==> src/design/gdcm_ram.sv <==
// Generic single-write, single-read RAM with registered read data.
`default_nettype none

module gdcm_ram #(
    parameter int WIDTH = 8,
    parameter int DEPTH = 256
) (
    input  wire                      clk,
    input  wire                      we,
    input  wire [$clog2(DEPTH)-1:0]  waddr,
    input  wire [WIDTH-1:0]          wdata,
    input  wire [$clog2(DEPTH)-1:0]  raddr,
    output logic [WIDTH-1:0]         rdata
);

    logic [WIDTH-1:0] mem [DEPTH];

    // Write port and registered read port.
    always_ff @(posedge clk)
    begin
        if (we)
        begin
            mem[waddr] <= wdata;
        end
        rdata <= mem[raddr];
    end

endmodule

`default_nettype wire

==> config.mk <==
export PLATFORM = sky130hd
export DESIGN_NAME = gdcm_ram
export DESIGN_NICKNAME = d
export VERILOG_FILES = /design/src/design/gdcm_ram.sv
export SDC_FILE = /design/constraint.sdc
export NUM_CORES = 2
export LEC_CHECK = 0
export BUFFER_PORTS_ARGS = -buffer_cell sky130_fd_sc_hd__buf_4
export CAP_MARGIN = 20
export CORE_MARGIN = 3
export CORE_UTILIZATION = 40
export CTS_BUF_LIST = sky130_fd_sc_hd__clkbuf_4 sky130_fd_sc_hd__clkbuf_8 sky130_fd_sc_hd__clkbuf_16
export DETAILED_ROUTE_END_ITERATION = 8
export SYNTH_ARGS = -nofsm -noshare
export SYNTH_HDL_FRONTEND = slang
export SYNTH_SLANG_ARGS = --single-unit
==> constraint.sdc <==
create_clock -name clk -period 2.5 [get_ports clk]
set_input_delay 0.5 -clock clk [delete_from_list [all_inputs] [get_ports clk]]
set_output_delay 0.5 -clock clk [all_outputs]
set_load 0.01 [all_outputs]
==> results.md <==
* Run status: complete, but fails checks
* Failing checks: negative setup slack
* Max-Cap Viols at 0
* Max_slew headroom at 37.8%
* Die Width at 452 microns
* Final hold slack at 92.1 ps
* YS warnings at 0
* CP required at 3220 ps
* WL per Instance at 28.0 microns
* Nets at 4550
* Post-Route WL at 205 mm
* Fin. Hold Viols at 0
* Final worst slack at -12.9 ps
* Number of synthesized flops with an enable pin at 2048
* Busiest grt layer: met2
* Initial Util at 40.3%
* RR Startpoint: mem[84][2]
* Initial antenna violation count at 10
* CTS Hold Buffers Added at 0
* Setup Buffers After CTS at 0
* Largest family of logic cells by synthesized area: multiplexers
* Asr flop ratio synth at 0%
* Most frequent cells after synthesis: edfxtp_1, mux4_2, nor2_1, mux2i_1, a22oi_1
* Critical path cell sequence: buf_8, buf_12, buf_12, buf_4, mux4_2, a22oi_1, a21oi_1, nor4_2, buf_4, nor4_2
* Pwr dens at 758 nW/um^2
* Critical path startpoint category: input pin
* Global routing usage on met1 at 28.7%
* Slew Limit Fails at 0
* Cell family with most CP delay: buffers and inverters
* Compound-gate portion of the synthesized area at 3.42%
* Number of I/O pins at 34
* RSZ-0062 raised after global routing: no
* Sink Count at 2056
* Register bit total from synthesis at 2056
* CP max FO at 15
* VDD IR max at 0.000792 V
* First-pass GRT wire length at 298 mm
* Synth Area in XOR/XNOR at 0%
* Via density at 5.63
* Synth Area in Simple Gates at 2.63%
* # setup viols final at 1
* Total track usage at 20.1%
* Final clock skew at 70.3 ps
* Die Y at 452 microns
* Cell at the slowest stage of the critical path: nor4_2
* Synth Area per Inst at 21.3 sq um
* Unique masters post-synth at 55
* Clk_lat worst skew at 860 ps
* Worst hold path type: in2reg
* Area Growth Syn to Fin at 20.3%
* Finished Cell Area at 95700 sq um
* Post-synthesis mux area share at 14.6%
* Fin crit share at 101%
* Die area at 204000 sq um
* # rows at 163
* Post-route ant nets at 0
* Register area share after synthesis at 77.5%
* Grt met2 use at 32.0%
* Data arrival time of the critical path at 3230 ps
* Leakage Power at 0.0312 uW
* Share of layout cells above drive strength 1 at 34.9%
* CP Capture Type: flop
* Max Fclk at 398 MHz
* Placer congestion estimate at 0.864
* Core Footprint at 198000 sq um
* Hold Startpoint: wdata[0]
* Synth area leader: edfxtp_1
* Vias in the first global route at 41900
* Mapped Cells at 3733
* CP max stage delay at 630 ps
* CP bufs+invs at 5
* Final Critical Period at 2510 ps
* Drt pass-1 iters at 6
* 1st-iter DRT viols at 4837
* Cell Area, Synth at 79600 sq um
* Inserted Clock Buffers at 207
* Clk slew on worst S/H paths at 60 ps
* Met3 global-route usage at 3.01%
* Clock Tree Buf Depth at 3
* Worst slew pin tran at 925 ps
* CP Class: in2reg
* CTS tree: done
* Top cells by area, synth: edfxtp_1, mux4_2, mux2i_1
* Pin count of the biggest net entering global routing at 89
* Worst setup startpoint: raddr[0]
* DRC at 0
* CTS Root Buffer Type: clkbuf_16
* Number of port buffers at 33
* Main flop type after synthesis: edfxtp_1
* Vias at 41300
* Top-count cell post-synth: edfxtp_1
* Share of Yosys cell area claimed by the top area cell type at 77.3%
* CTS H-tree lvls at 4
* Synth Area in Adders at 0%
* Post-placement cell area at 88900 sq um
* Overflow after GRT at 0
* Synth Net Count at 3759
* Hpwl dp at 136 mm
path summary, 6_finish.rpt:
path | to | slack, ps | cells after the start
setup / recovery | rdata[2] | -10 | 10
setup reg to reg | rdata[2] | 20 | 6
hold / removal | mem[206][0] | 90 | 1
hold reg to reg | rdata[6] | 1100 | 6
layout by cell type, fill, tap and decap left out, types with 16 or more instances in the layout:
master / count
a211oi_1: 16
a21oi_1: 96
a22oi_1: 133
buf_12: 96
buf_4: 708
clkbuf_16: 209
clkbuf_4: 51
clkinv_1: 49
clkinv_2: 37
edfxtp_1: 2048
mux2i_1: 134
mux4_2: 454
nand2_1: 33
nand3_1: 34
nor2_1: 279
nor2b_1: 28
nor3_1: 18
nor4_1: 16
o221ai_1: 46
o22ai_1: 28
final cells by class:
type                       instances  area [sq um]
inverter                           2          7.51
multi-input combinational       1442         16600
sequential                      2056         61700
fill                           16000        102000
clock inverter                   115          1060
antenna                            7          17.5
clock buffer                     267          5710
timing repair buffer             815          7410
tap                             2640          3300
what timing repair did:
item                       CTS  global route
resized for setup            9             7
setup endpoints to repair    6             2
hold endpoints to repair     0             0
sequential cells by signal (all words and copies together) (netlist names):
signal  cells
mem      2048
rdata       8
metrics by stage:
| stage | total power (uW) | std cells | setup WS, ps | setup TNS, ps | util (%) |
|---|---|---|---|---|---|
| after floorplan | 40600 | 3733 | 62.1 | 0 | - |
| after global placement | 42900 | 6955 | -1140 | -7440 | 45.0 |
| after detailed placement | 42900 | 6955 | -1240 | -7660 | 45.0 |
| after CTS | 73100 | 7337 | 11.0 | 0 | 48.4 |
| after global routing | 74700 | 7342 | 10.0 | 0 | 48.4 |
| final | 72600 | 7344 | -12.9 | -12.9 | 48.4 |
where the power goes:
group	switching, uW	leakage (uW)	internal (uW)
registers	70.6	0.0185	38000
logic	2400	0.00940	1730
clock network	13000	0.00338	17300
per-layer routing:
| metal | share of wire [%] | wire length, microns | vias to the layer above |
|---|---|---|---|
| li1 | - | - | 17300 |
| met5 | 0.0063 | 13 | - |
| met1 | 42 | 86200 | 22100 |
| met4 | 2.7 | 5580 | 2 |
| met3 | 7.0 | 14400 | 287 |
| met2 | 48 | 99100 | 1648 |
cells by family (layout without fill, tap and decap cells):
| family | Yosys count | in the layout |
|---|---|---|
| mux | 591 | 591 |
| simple gates | 466 | 466 |
| compound gates | 385 | 385 |
| flops | 2056 | 2056 |
| buf+inv | 235 | 1199 |
| other cells | 0 | 7 |
Note: power is estimated with default switching activity, not from simulation.
